`src/design/bdq_pkg.sv`:
```
`timescale 1ns / 1ps
// ----------------------------------------------------------------------------
// Bounded deque package
// Shared widths, request codes, error codes and controller states.
// ----------------------------------------------------------------------------
package bdq_pkg;

  // Fixed field widths of the request and result transactions
  localparam int unsigned OP_W    = 3;
  localparam int unsigned POS_W   = 4;
  localparam int unsigned COUNT_W = 5;
  localparam int unsigned ERR_W   = 2;

  // Default storage shape
  localparam int unsigned DefaultDepth     = 16;
  localparam int unsigned DefaultDataWidth = 32;

  // Request codes; the two codes above clear do nothing
  typedef enum logic [OP_W-1:0] {
    OP_PUSH_BACK  = 3'd0,
    OP_PUSH_FRONT = 3'd1,
    OP_POP_FRONT  = 3'd2,
    OP_READ_AT    = 3'd3,
    OP_WRITE_AT   = 3'd4,
    OP_CLEAR      = 3'd5
  } op_e;

  // Result error codes
  typedef enum logic [ERR_W-1:0] {
    ERR_NONE  = 2'd0,
    ERR_FULL  = 2'd1,
    ERR_EMPTY = 2'd2,
    ERR_RANGE = 2'd3
  } err_e;

  // Controller states
  typedef enum logic {
    ST_IDLE = 1'b0,
    ST_READ = 1'b1
  } state_e;

endpackage

```
`src/design/bdq_if.sv`:
```
`timescale 1ns / 1ps
// ----------------------------------------------------------------------------
// Bounded deque channel interfaces
// Request channel (op, position, value) and result channel, valid/ready.
// ----------------------------------------------------------------------------
interface bdq_req_if #(
  parameter int unsigned DATA_WIDTH = bdq_pkg::DefaultDataWidth
);
  logic                           valid;
  logic                           ready;
  logic [bdq_pkg::OP_W-1:0]       op;
  logic [bdq_pkg::POS_W-1:0]      position;
  logic signed [DATA_WIDTH-1:0]   value;

  modport source (output valid, output op, output position, output value, input ready);
  modport sink   (input valid, input op, input position, input value, output ready);
endinterface

interface bdq_rsp_if #(
  parameter int unsigned DATA_WIDTH = bdq_pkg::DefaultDataWidth
);
  logic                           valid;
  logic                           ready;
  logic signed [DATA_WIDTH-1:0]   read_value;
  logic signed [DATA_WIDTH-1:0]   front_value;
  logic signed [DATA_WIDTH-1:0]   back_value;
  logic [bdq_pkg::COUNT_W-1:0]    count;
  logic                           empty_res;
  logic [bdq_pkg::ERR_W-1:0]      error;

  modport source (
    output valid, output read_value, output front_value, output back_value,
    output count, output empty_res, output error, input ready
  );
  modport sink (
    input valid, input read_value, input front_value, input back_value,
    input count, input empty_res, input error, output ready
  );
endinterface

```
`src/design/bdq_ram.sv`:
```
`timescale 1ns / 1ps
// ----------------------------------------------------------------------------
// Bounded deque ring store
// One write port and one read port with registered read data.
// ----------------------------------------------------------------------------
module bdq_ram #(
  parameter int unsigned DEPTH      = bdq_pkg::DefaultDepth,
  parameter int unsigned DATA_WIDTH = bdq_pkg::DefaultDataWidth
) (
  input  logic                      clk_i,
  input  logic                      we_i,
  input  logic [$clog2(DEPTH)-1:0]  waddr_i,
  input  logic [DATA_WIDTH-1:0]     wdata_i,
  input  logic                      re_i,
  input  logic [$clog2(DEPTH)-1:0]  raddr_i,
  output logic [DATA_WIDTH-1:0]     rdata_o
);

  logic [DATA_WIDTH-1:0] mem_q [DEPTH];
  logic [DATA_WIDTH-1:0] rdata_q;

  // Write port
  always_ff @(posedge clk_i) begin
    if (we_i) begin
      mem_q[waddr_i] <= wdata_i;
    end
  end

  // Read port, data registered and valid in the cycle after the request
  always_ff @(posedge clk_i) begin
    if (re_i) begin
      rdata_q <= mem_q[raddr_i];
    end
  end

  assign rdata_o = rdata_q;

endmodule

```
`src/design/bdq_ctrl.sv`:
```
`timescale 1ns / 1ps
// ----------------------------------------------------------------------------
// Bounded deque controller
// Head pointer, count, cached front/back words, store access and result reg.
// ----------------------------------------------------------------------------
module bdq_ctrl #(
  parameter int unsigned DEPTH      = bdq_pkg::DefaultDepth,
  parameter int unsigned DATA_WIDTH = bdq_pkg::DefaultDataWidth
) (
  input  logic                      clk_i,
  input  logic                      rst_ni,
  bdq_req_if.sink                   req_i,
  bdq_rsp_if.source                 rsp_o,
  output logic                      mem_we_o,
  output logic [$clog2(DEPTH)-1:0]  mem_waddr_o,
  output logic [DATA_WIDTH-1:0]     mem_wdata_o,
  output logic                      mem_re_o,
  output logic [$clog2(DEPTH)-1:0]  mem_raddr_o,
  input  logic [DATA_WIDTH-1:0]     mem_rdata_i
);
  import bdq_pkg::*;

  localparam int unsigned PTR_W = $clog2(DEPTH);
  localparam int unsigned CNT_W = $clog2(DEPTH + 1);
  localparam int unsigned SUM_W = PTR_W + 1;
  localparam int unsigned CMP_W = (CNT_W > POS_W) ? CNT_W : POS_W;

  // Slot of head plus an offset below DEPTH, folded back into the ring
  function automatic logic [PTR_W-1:0] wrap_add(input logic [PTR_W-1:0] base,
                                                input logic [SUM_W-1:0] offs);
    logic [SUM_W-1:0] sum;
    sum = SUM_W'(base) + offs;
    if (sum >= SUM_W'(DEPTH)) begin
      sum = sum - SUM_W'(DEPTH);
    end
    return sum[PTR_W-1:0];
  endfunction

  state_e                state_q, state_d;
  logic [PTR_W-1:0]      head_q, head_d;
  logic [CNT_W-1:0]      count_q, count_d;
  logic [DATA_WIDTH-1:0] front_q, front_d;
  logic [DATA_WIDTH-1:0] back_q, back_d;
  logic                  rd_at_q, rd_at_d;

  logic                  out_valid_q, out_valid_d;
  logic [DATA_WIDTH-1:0] out_read_q, out_read_d;
  logic [DATA_WIDTH-1:0] out_front_q, out_front_d;
  logic [DATA_WIDTH-1:0] out_back_q, out_back_d;
  logic [CNT_W-1:0]      out_count_q, out_count_d;
  err_e                  out_err_q, out_err_d;

  logic                  accept;
  logic                  is_full;
  logic                  is_empty;
  logic                  pos_ok;
  logic                  pos_last;
  logic [DATA_WIDTH-1:0] in_value;

  assign in_value = DATA_WIDTH'(req_i.value);
  assign is_full  = (count_q == CNT_W'(DEPTH));
  assign is_empty = (count_q == '0);
  assign pos_ok   = (CMP_W'(req_i.position) < CMP_W'(count_q));
  assign pos_last = (CMP_W'(req_i.position) == (CMP_W'(count_q) - CMP_W'(1)));

  // Take a request only when idle and the result register is free or draining
  assign req_i.ready = (state_q == ST_IDLE) && (!out_valid_q || rsp_o.ready);
  assign accept      = req_i.valid && req_i.ready;

  // Next state, store access and result load
  always_comb begin
    logic                  load;
    logic [DATA_WIDTH-1:0] res_read;
    err_e                  res_err;

    load        = 1'b0;
    res_read    = '0;
    res_err     = ERR_NONE;
    state_d     = state_q;
    head_d      = head_q;
    count_d     = count_q;
    front_d     = front_q;
    back_d      = back_q;
    rd_at_d     = rd_at_q;
    mem_we_o    = 1'b0;
    mem_waddr_o = '0;
    mem_wdata_o = in_value;
    mem_re_o    = 1'b0;
    mem_raddr_o = '0;

    unique case (state_q)
      ST_IDLE: begin
        if (accept) begin
          load = 1'b1;
          unique case (op_e'(req_i.op))
            OP_PUSH_BACK: begin
              if (is_full) begin
                res_err = ERR_FULL;
              end else begin
                mem_we_o    = 1'b1;
                mem_waddr_o = wrap_add(head_q, SUM_W'(count_q));
                count_d     = count_q + CNT_W'(1);
                back_d      = in_value;
                if (is_empty) begin
                  front_d = in_value;
                end
              end
            end
            OP_PUSH_FRONT: begin
              if (is_full) begin
                res_err = ERR_FULL;
              end else begin
                head_d      = (head_q == '0) ? PTR_W'(DEPTH - 1) : head_q - PTR_W'(1);
                mem_we_o    = 1'b1;
                mem_waddr_o = head_d;
                count_d     = count_q + CNT_W'(1);
                front_d     = in_value;
                if (is_empty) begin
                  back_d = in_value;
                end
              end
            end
            OP_POP_FRONT: begin
              if (is_empty) begin
                res_err = ERR_EMPTY;
              end else begin
                // Advance head and fetch the new front word
                head_d      = wrap_add(head_q, SUM_W'(1));
                count_d     = count_q - CNT_W'(1);
                mem_re_o    = 1'b1;
                mem_raddr_o = head_d;
                rd_at_d     = 1'b0;
                state_d     = ST_READ;
                load        = 1'b0;
              end
            end
            OP_READ_AT: begin
              if (!pos_ok) begin
                res_err = ERR_RANGE;
              end else begin
                mem_re_o    = 1'b1;
                mem_raddr_o = wrap_add(head_q, SUM_W'(req_i.position));
                rd_at_d     = 1'b1;
                state_d     = ST_READ;
                load        = 1'b0;
              end
            end
            OP_WRITE_AT: begin
              if (!pos_ok) begin
                res_err = ERR_RANGE;
              end else begin
                mem_we_o    = 1'b1;
                mem_waddr_o = wrap_add(head_q, SUM_W'(req_i.position));
                if (req_i.position == '0) begin
                  front_d = in_value;
                end
                if (pos_last) begin
                  back_d = in_value;
                end
              end
            end
            OP_CLEAR: begin
              head_d  = '0;
              count_d = '0;
            end
            default: begin
            end
          endcase
        end
      end
      ST_READ: begin
        // Finish the pending store read
        load    = 1'b1;
        state_d = ST_IDLE;
        if (rd_at_q) begin
          res_read = mem_rdata_i;
        end else begin
          front_d = mem_rdata_i;
        end
      end
      default: begin
        state_d = ST_IDLE;
      end
    endcase

    // Result register: drop when taken, load on completion
    out_valid_d = out_valid_q && !rsp_o.ready;
    out_read_d  = out_read_q;
    out_front_d = out_front_q;
    out_back_d  = out_back_q;
    out_count_d = out_count_q;
    out_err_d   = out_err_q;
    if (load) begin
      out_valid_d = 1'b1;
      out_read_d  = res_read;
      out_count_d = count_d;
      out_err_d   = res_err;
      out_front_d = (count_d == '0) ? '0 : front_d;
      out_back_d  = (count_d == '0) ? '0 : back_d;
    end
  end

  // Control state
  always_ff @(posedge clk_i or negedge rst_ni) begin
    if (!rst_ni) begin
      state_q     <= ST_IDLE;
      head_q      <= '0;
      count_q     <= '0;
      rd_at_q     <= 1'b0;
      out_valid_q <= 1'b0;
    end else begin
      state_q     <= state_d;
      head_q      <= head_d;
      count_q     <= count_d;
      rd_at_q     <= rd_at_d;
      out_valid_q <= out_valid_d;
    end
  end

  // Cached words and result payload
  always_ff @(posedge clk_i) begin
    front_q     <= front_d;
    back_q      <= back_d;
    out_read_q  <= out_read_d;
    out_front_q <= out_front_d;
    out_back_q  <= out_back_d;
    out_count_q <= out_count_d;
    out_err_q   <= out_err_d;
  end

  assign rsp_o.valid       = out_valid_q;
  assign rsp_o.read_value  = out_read_q;
  assign rsp_o.front_value = out_front_q;
  assign rsp_o.back_value  = out_back_q;
  assign rsp_o.count       = COUNT_W'(out_count_q);
  assign rsp_o.empty_res   = (out_count_q == '0);
  assign rsp_o.error       = out_err_q;

endmodule

```
`src/design/bounded_deque_with_indexed_access_top.sv`:
```
`timescale 1ns / 1ps
// ----------------------------------------------------------------------------
// Bounded deque with indexed access
// Ring-buffer double-ended queue with push, pop, indexed read/write, clear.
// ----------------------------------------------------------------------------
//  Channel  | Dir | Handshake      | Payload
//  ---------+-----+----------------+------------------------------------------
//  req_i    | in  | valid / ready  | op, position, value
//  rsp_o    | out | valid / ready  | read_value, front_value, back_value,
//           |     |                | count, empty_res, error
//
// Pushes, indexed writes, clear and rejected requests load the result at once;
// pop and indexed read pass through the read state for the store's registered read.
// One transaction is in flight at a time; the result register frees the
// request side as soon as it is being drained.
// Reset clears head pointer and count; store contents are not cleared.
// A stalled result holds req_i.ready low until rsp_o.ready frees the register.
// ----------------------------------------------------------------------------
module bounded_deque_with_indexed_access_top #(
  parameter int unsigned DEPTH      = bdq_pkg::DefaultDepth,
  parameter int unsigned DATA_WIDTH = bdq_pkg::DefaultDataWidth
) (
  input  logic       clk_i,
  input  logic       rst_ni,
  bdq_req_if.sink    req_i,
  bdq_rsp_if.source  rsp_o
);

  logic                      mem_we;
  logic [$clog2(DEPTH)-1:0]  mem_waddr;
  logic [DATA_WIDTH-1:0]     mem_wdata;
  logic                      mem_re;
  logic [$clog2(DEPTH)-1:0]  mem_raddr;
  logic [DATA_WIDTH-1:0]     mem_rdata;

  // Pointer and result control
  bdq_ctrl #(
    .DEPTH      (DEPTH),
    .DATA_WIDTH (DATA_WIDTH)
  ) u_ctrl (
    .clk_i       (clk_i),
    .rst_ni      (rst_ni),
    .req_i       (req_i),
    .rsp_o       (rsp_o),
    .mem_we_o    (mem_we),
    .mem_waddr_o (mem_waddr),
    .mem_wdata_o (mem_wdata),
    .mem_re_o    (mem_re),
    .mem_raddr_o (mem_raddr),
    .mem_rdata_i (mem_rdata)
  );

  // Ring store
  bdq_ram #(
    .DEPTH      (DEPTH),
    .DATA_WIDTH (DATA_WIDTH)
  ) u_ram (
    .clk_i   (clk_i),
    .we_i    (mem_we),
    .waddr_i (mem_waddr),
    .wdata_i (mem_wdata),
    .re_i    (mem_re),
    .raddr_i (mem_raddr),
    .rdata_o (mem_rdata)
  );

endmodule
```
`src/flat_wrapper.sv`:
```
// flat-port wrapper written by rule: the top's interface ports become plain ports
module bounded_deque_with_indexed_access_top_flat 
#(
  parameter int unsigned DEPTH      = bdq_pkg::DefaultDepth,
  parameter int unsigned DATA_WIDTH = bdq_pkg::DefaultDataWidth
)
  (clk_i, rst_ni, req_i_valid, req_i_op, req_i_position, req_i_value, req_i_ready, rsp_o_valid, rsp_o_read_value, rsp_o_front_value, rsp_o_back_value, rsp_o_count, rsp_o_empty_res, rsp_o_error, rsp_o_ready);
  bdq_req_if #(.DATA_WIDTH(DATA_WIDTH)) req_i_i ();
  bdq_rsp_if #(.DATA_WIDTH(DATA_WIDTH)) rsp_o_i ();
  input  logic clk_i;
  input  logic rst_ni;
  input wire logic [$bits(req_i_i.valid)-1:0] req_i_valid;
  input wire logic [$bits(req_i_i.op)-1:0] req_i_op;
  input wire logic [$bits(req_i_i.position)-1:0] req_i_position;
  input wire logic [$bits(req_i_i.value)-1:0] req_i_value;
  output wire logic [$bits(req_i_i.ready)-1:0] req_i_ready;
  output wire logic [$bits(rsp_o_i.valid)-1:0] rsp_o_valid;
  output wire logic [$bits(rsp_o_i.read_value)-1:0] rsp_o_read_value;
  output wire logic [$bits(rsp_o_i.front_value)-1:0] rsp_o_front_value;
  output wire logic [$bits(rsp_o_i.back_value)-1:0] rsp_o_back_value;
  output wire logic [$bits(rsp_o_i.count)-1:0] rsp_o_count;
  output wire logic [$bits(rsp_o_i.empty_res)-1:0] rsp_o_empty_res;
  output wire logic [$bits(rsp_o_i.error)-1:0] rsp_o_error;
  input wire logic [$bits(rsp_o_i.ready)-1:0] rsp_o_ready;
  assign req_i_i.valid = req_i_valid;
  assign req_i_i.op = req_i_op;
  assign req_i_i.position = req_i_position;
  assign req_i_i.value = req_i_value;
  assign req_i_ready = req_i_i.ready;
  assign rsp_o_valid = rsp_o_i.valid;
  assign rsp_o_read_value = rsp_o_i.read_value;
  assign rsp_o_front_value = rsp_o_i.front_value;
  assign rsp_o_back_value = rsp_o_i.back_value;
  assign rsp_o_count = rsp_o_i.count;
  assign rsp_o_empty_res = rsp_o_i.empty_res;
  assign rsp_o_error = rsp_o_i.error;
  assign rsp_o_i.ready = rsp_o_ready;
  bounded_deque_with_indexed_access_top #(.DEPTH(DEPTH), .DATA_WIDTH(DATA_WIDTH)) u_core (.clk_i(clk_i), .rst_ni(rst_ni), .req_i(req_i_i), .rsp_o(rsp_o_i));
endmodule
```
`config.mk`:
```
export PLATFORM = sky130hd
export DESIGN_NAME = bounded_deque_with_indexed_access_top_flat
export DESIGN_NICKNAME = d
export VERILOG_FILES = /design/src/design/bdq_pkg.sv /design/src/design/bdq_if.sv /design/src/design/bdq_ram.sv /design/src/design/bdq_ctrl.sv /design/src/design/bounded_deque_with_indexed_access_top.sv /design/src/flat_wrapper.sv
export SDC_FILE = /design/constraint.sdc
export NUM_CORES = 1
export LEC_CHECK = 0
export BUFFER_PORTS_ARGS = -buffer_cell sky130_fd_sc_hd__buf_4
export CAP_MARGIN = 10
export CORE_ASPECT_RATIO = 1.4
export CORE_MARGIN = 4
export CORE_UTILIZATION = 55
export CTS_CLUSTER_DIAMETER = 100
export DETAILED_ROUTE_END_ITERATION = 8
export PLACE_DENSITY = 0.75
export SLEW_MARGIN = 25
export SYNTH_ARGS = -nofsm -noshare
export SYNTH_HDL_FRONTEND = slang
export SYNTH_SLANG_ARGS = --single-unit
```
`constraint.sdc`:
```
create_clock -name clk_i -period 7.5 [get_ports clk_i]
set_input_delay 1.5 -clock clk_i [delete_from_list [all_inputs] [get_ports clk_i]]
set_output_delay 1.5 -clock clk_i [all_outputs]
set_load 0.03 [all_outputs]
```
==> parameters.txt <==
Parameter                              Value

Global routing
  Largest net degree at the start of global routing ... 133
  Global-route wire length before repair ... 138 mm
  Total gr overflow ... 0
  Number of global-route vias before repair ... 23200
  Antenna violations before repair ... 5
  Overall global routing resource usage ... 29.0%

Clocking
  CTS tree ... done
  Depth of the CTS H-tree ... 3
  Clock slew at reported path FFs ... 0.06 ns
  Clock root buffer ... clkbuf_16
  Post-CTS setup buffers ... 0
  Hold bufs inserted after CTS ... 0
  Total CTS buffers ... 66
  Maximum number of buffers from clock root to sink ... 3
  Insertion delay to the later sink of the worst-skew pair ... 0.63 ns
  Clock sink total ... 723
  Post-cts resize count ... 0

Pwr
  Leakage ... 12.4 nW
  Peak VDD IR ... 0.000190 V
  PD cells ... 308 mW/mm2

Yosys
  Synth Instances ... 2785
  Post-Syn Area ... 0.0320 mm2
  Post-synthesis cell type count ... 66
  Share of async-settable or async-resettable flops after synthesis ... 1.66%
  Leading cell types by total area after synthesis ... edfxtp_1, nand2_1, a21oi_1
  Post-synthesis register bit count ... 723
  Sequential-to-total area share from yosys stat ... 65.6%
  Area share of the largest cell type after synthesis ... 60.7%
  Net count of the mapped netlist ... 2844
  Most frequently used flop master after synthesis ... edfxtp_1
  Largest area contributor in the synthesized netlist ... edfxtp_1
  Yosys warning total ... 0
  Number of flops mapped to enable cells by yosys ... 647
  Average cell area after synthesis ... 11.5 um2

Place
  Final Wtd Congestion ... 0.866
  Detail Placement HPWL ... 53.7 mm
  Port buffer count ... 148
  Placed Area ... 0.0338 mm2

Drt
  Average via count per standard cell ... 6.52
  Detailed-router iteration count before antenna repair ... 7
  Aggregate routed wire length ... 92.3 mm
  Drt initial violations ... 2842
  Antenna Nets Post-Route ... 0
  Total via count in the routed design ... 23700
  DRC violation count after routing ... 0
  Avg WL per Cell ... 25.4 um

Min path
  Number of cells on the worst hold path ... 1
  Min-delay src ... u_core.u_ctrl.back_q[30]
  Type of the tightest min-delay check ... flip-flop to flip-flop

Timing
  Post-route clock period utilization ... 62.9%
  Worst Clk Skew ... 0.0251 ns
  Final setup vio count ... 0
  Slew at the pin closest to its max-slew limit ... 1.06 ns
  Final Critical Period ... 4.72 ns
  Count of endpoints failing hold in the final timing report ... 0
  Sum Neg Setup Slack ... 0 ns
  RSZ-0062 raised after global routing ... no
  Max frequency ... 0.212 GHz
  Max transition margin ... 29.3%
  Number of pins exceeding their max-slew limit in the final report ... 0

Worst setup path
  Worst path slowest cell ... a21o_4
  Cells traversed along the worst timing path ... inv_1 -> ha_1 -> nor4b_4 -> buf_4 -> nor2_4 -> nand2_1 -> buf_4 -> a21o_4 -> buf_4 -> nand2_1 -> a221oi_1 -> a31oi_1 -> o211ai_1
  Critical path launch point ... u_core.u_ctrl.count_q[1]
  Type of element capturing the critical path ... flip-flop
  Largest delay share family, worst path ... buffers and inverters
  Critical path launch point type ... flip-flop
  Stages on the worst setup path ... 13
  Buf/Inv on CP ... 4
  CP arrival ... 5.15 ns
  Reg2Reg Launch Point ... u_core.u_ctrl.count_q[1]
  Highest fanout seen on the critical path ... 73
  Critical setup path kind ... flip-flop to flip-flop
  Crit path required time ... 7.93 ns
  Crit path largest cell delay ... 0.74 ns
  Worst path most repeated cell ... buf_4
  Depth of the worst register-to-register path ... 13

Floorplanning
  Area of the core region ... 0.0576 mm2
  Number of top-level pins ... 149
  Die Height ... 294 um
  Die footprint ... 0.0622 mm2
  Die extent in x ... 212 um
  Floorplan row count ... 104
  Effective utilization at floorplan ... 55.6%

Final layout
  Most common cell after layout, fill and taps aside ... edfxtp_1
  Final standard cell area without fillers ... 0.0359 mm2
  Fraction of layout instances using a drive strength above 1 ... 12.8%
  Area delta synth->final ... 12.0%
  Commonest cells after routing, fill and taps aside ... edfxtp_1, nand2_1, a21oi_1
  Final layout net count ... 2900
  Final core occ ... 62.2%

Status
  Status ... finished clean

Job
  MaxCap Viol Count ... 0
synthesized netlist by cell type, types with 9 or more instances:
cell type    n
ha_1        14
buf_1       11
o21a_1      64
inv_1        9
o31ai_1     37
xnor2_1     10
dfxtp_1     64
nand4_1     19
clkbuf_1   131
a221oi_1    18
nor2_1     202
a2111oi_0   31
nand2_1    492
or3_1       32
a211o_1     18
o211ai_1    21
a31oi_1     18
a21oi_1    263
o21ai_0    136
and2_1      67
edfxtp_1   647
nand3_1    110
mux2_2      35
nor3_1      92
dfrtp_1     12
o22a_1      33
buf_2       59
mux2_1      28
and3_1      35
worst register-to-register path, stage by stage (launching register included):
cell and delay [ns]:
dfrtp_1 0.48, inv_1 0.13, ha_1 0.38, nor4b_4 0.26
buf_4 0.48, nor2_4 0.19, nand2_1 0.11, buf_4 0.33
a21o_4 0.75, buf_4 0.69, nand2_1 0.14, a221oi_1 0.33
a31oi_1 0.11, o211ai_1 0.16
report_power, final:
part	leakage, nW	switching (mW)	total, mW	internal (mW)
combinational	4.76	1.74	2.62	0.883
sequential	6.60	0.303	5.16	4.86
clock	0.990	1.48	3.25	1.77
path summary, 6_finish.rpt:
path	endpoint	slack (ns)
setup reg to reg	u_core.u_ram.rdata_o[19]	2.78
hold reg to reg	u_core.u_ctrl.back_q[30]	0.54
max in group asynchronous	u_core.u_ctrl.rd_at_q	6.58
min in group asynchronous	u_core.u_ctrl.head_q[2]	0.73
hold / removal	u_core.u_ctrl.back_q[30]	0.54
setup / recovery	u_core.u_ram.rdata_o[19]	2.78
final cells by class:
| cell class | instances | area, um2 |
|---|---|---|
| fill | 4321 | 21800 |
| sequential | 723 | 21000 |
| multi-input combinational | 1845 | 10300 |
| clock buffer | 87 | 1750 |
| timing repair buffer | 196 | 1550 |
| tap | 742 | 928 |
| clock inverter | 33 | 278 |
| inverter | 9 | 33.8 |
| antenna | 5 | 12.5 |
sequential cells by signal, summed over array words and instances (netlist names), 2 cells and up:
name                             cells
u_core.u_ctrl.rsp_o.count            5
u_core.u_ram.rdata_o                32
u_core.u_ctrl.rsp_o.front_value     32
u_core.u_ctrl.rsp_o.back_value      32
u_core.u_ctrl.back_q                32
u_core.u_ctrl.front_q               32
u_core.u_ram.mem_q                 512
u_core.u_ctrl.head_q                 4
u_core.u_ctrl.rsp_o.read_value      32
u_core.u_ctrl.rsp_o.error            2
u_core.u_ctrl.count_q                5
metrics by stage:
step	instances	setup slack (ns)	hold slack (ns)	power (mW)
3_3_place_gp	3513	2.37	0.505	7.73
3_5_place_dp	3514	2.23	0.519	7.81
5_1_grt	3637	2.52	0.564	11.4
2_1_floorplan	2785	1.74	0.494	6.92
6_report	3640	2.78	0.543	11.0
4_1_cts	3634	2.83	0.536	11.0
logic make-up after synthesis:
kind of cell | after synthesis | share of synthesized area, %
AOI/OAI and AO/OA | 670 | 13.0
adders and majority gates | 16 | 0.672
DFF | 723 | 65.6
xor gates and xnor gates | 15 | 0.410
and+or+nand+nor | 1078 | 15.1
buffers and inverters | 217 | 2.93
muxes | 66 | 2.31
layer usage:
| metal | up-vias | global-route usage [%] | share of wire, % |
|---|---|---|---|
| li1 | 10400 | - | - |
| met1 | 11500 | 37.2 | 36 |
| met2 | 1606 | 47.2 | 49 |
| met3 | 314 | 5.43 | 10 |
| met4 | 0 | 15.1 | 5.1 |
| met5 | - | 0 | 0 |
Power figures use the tool's default switching activity.
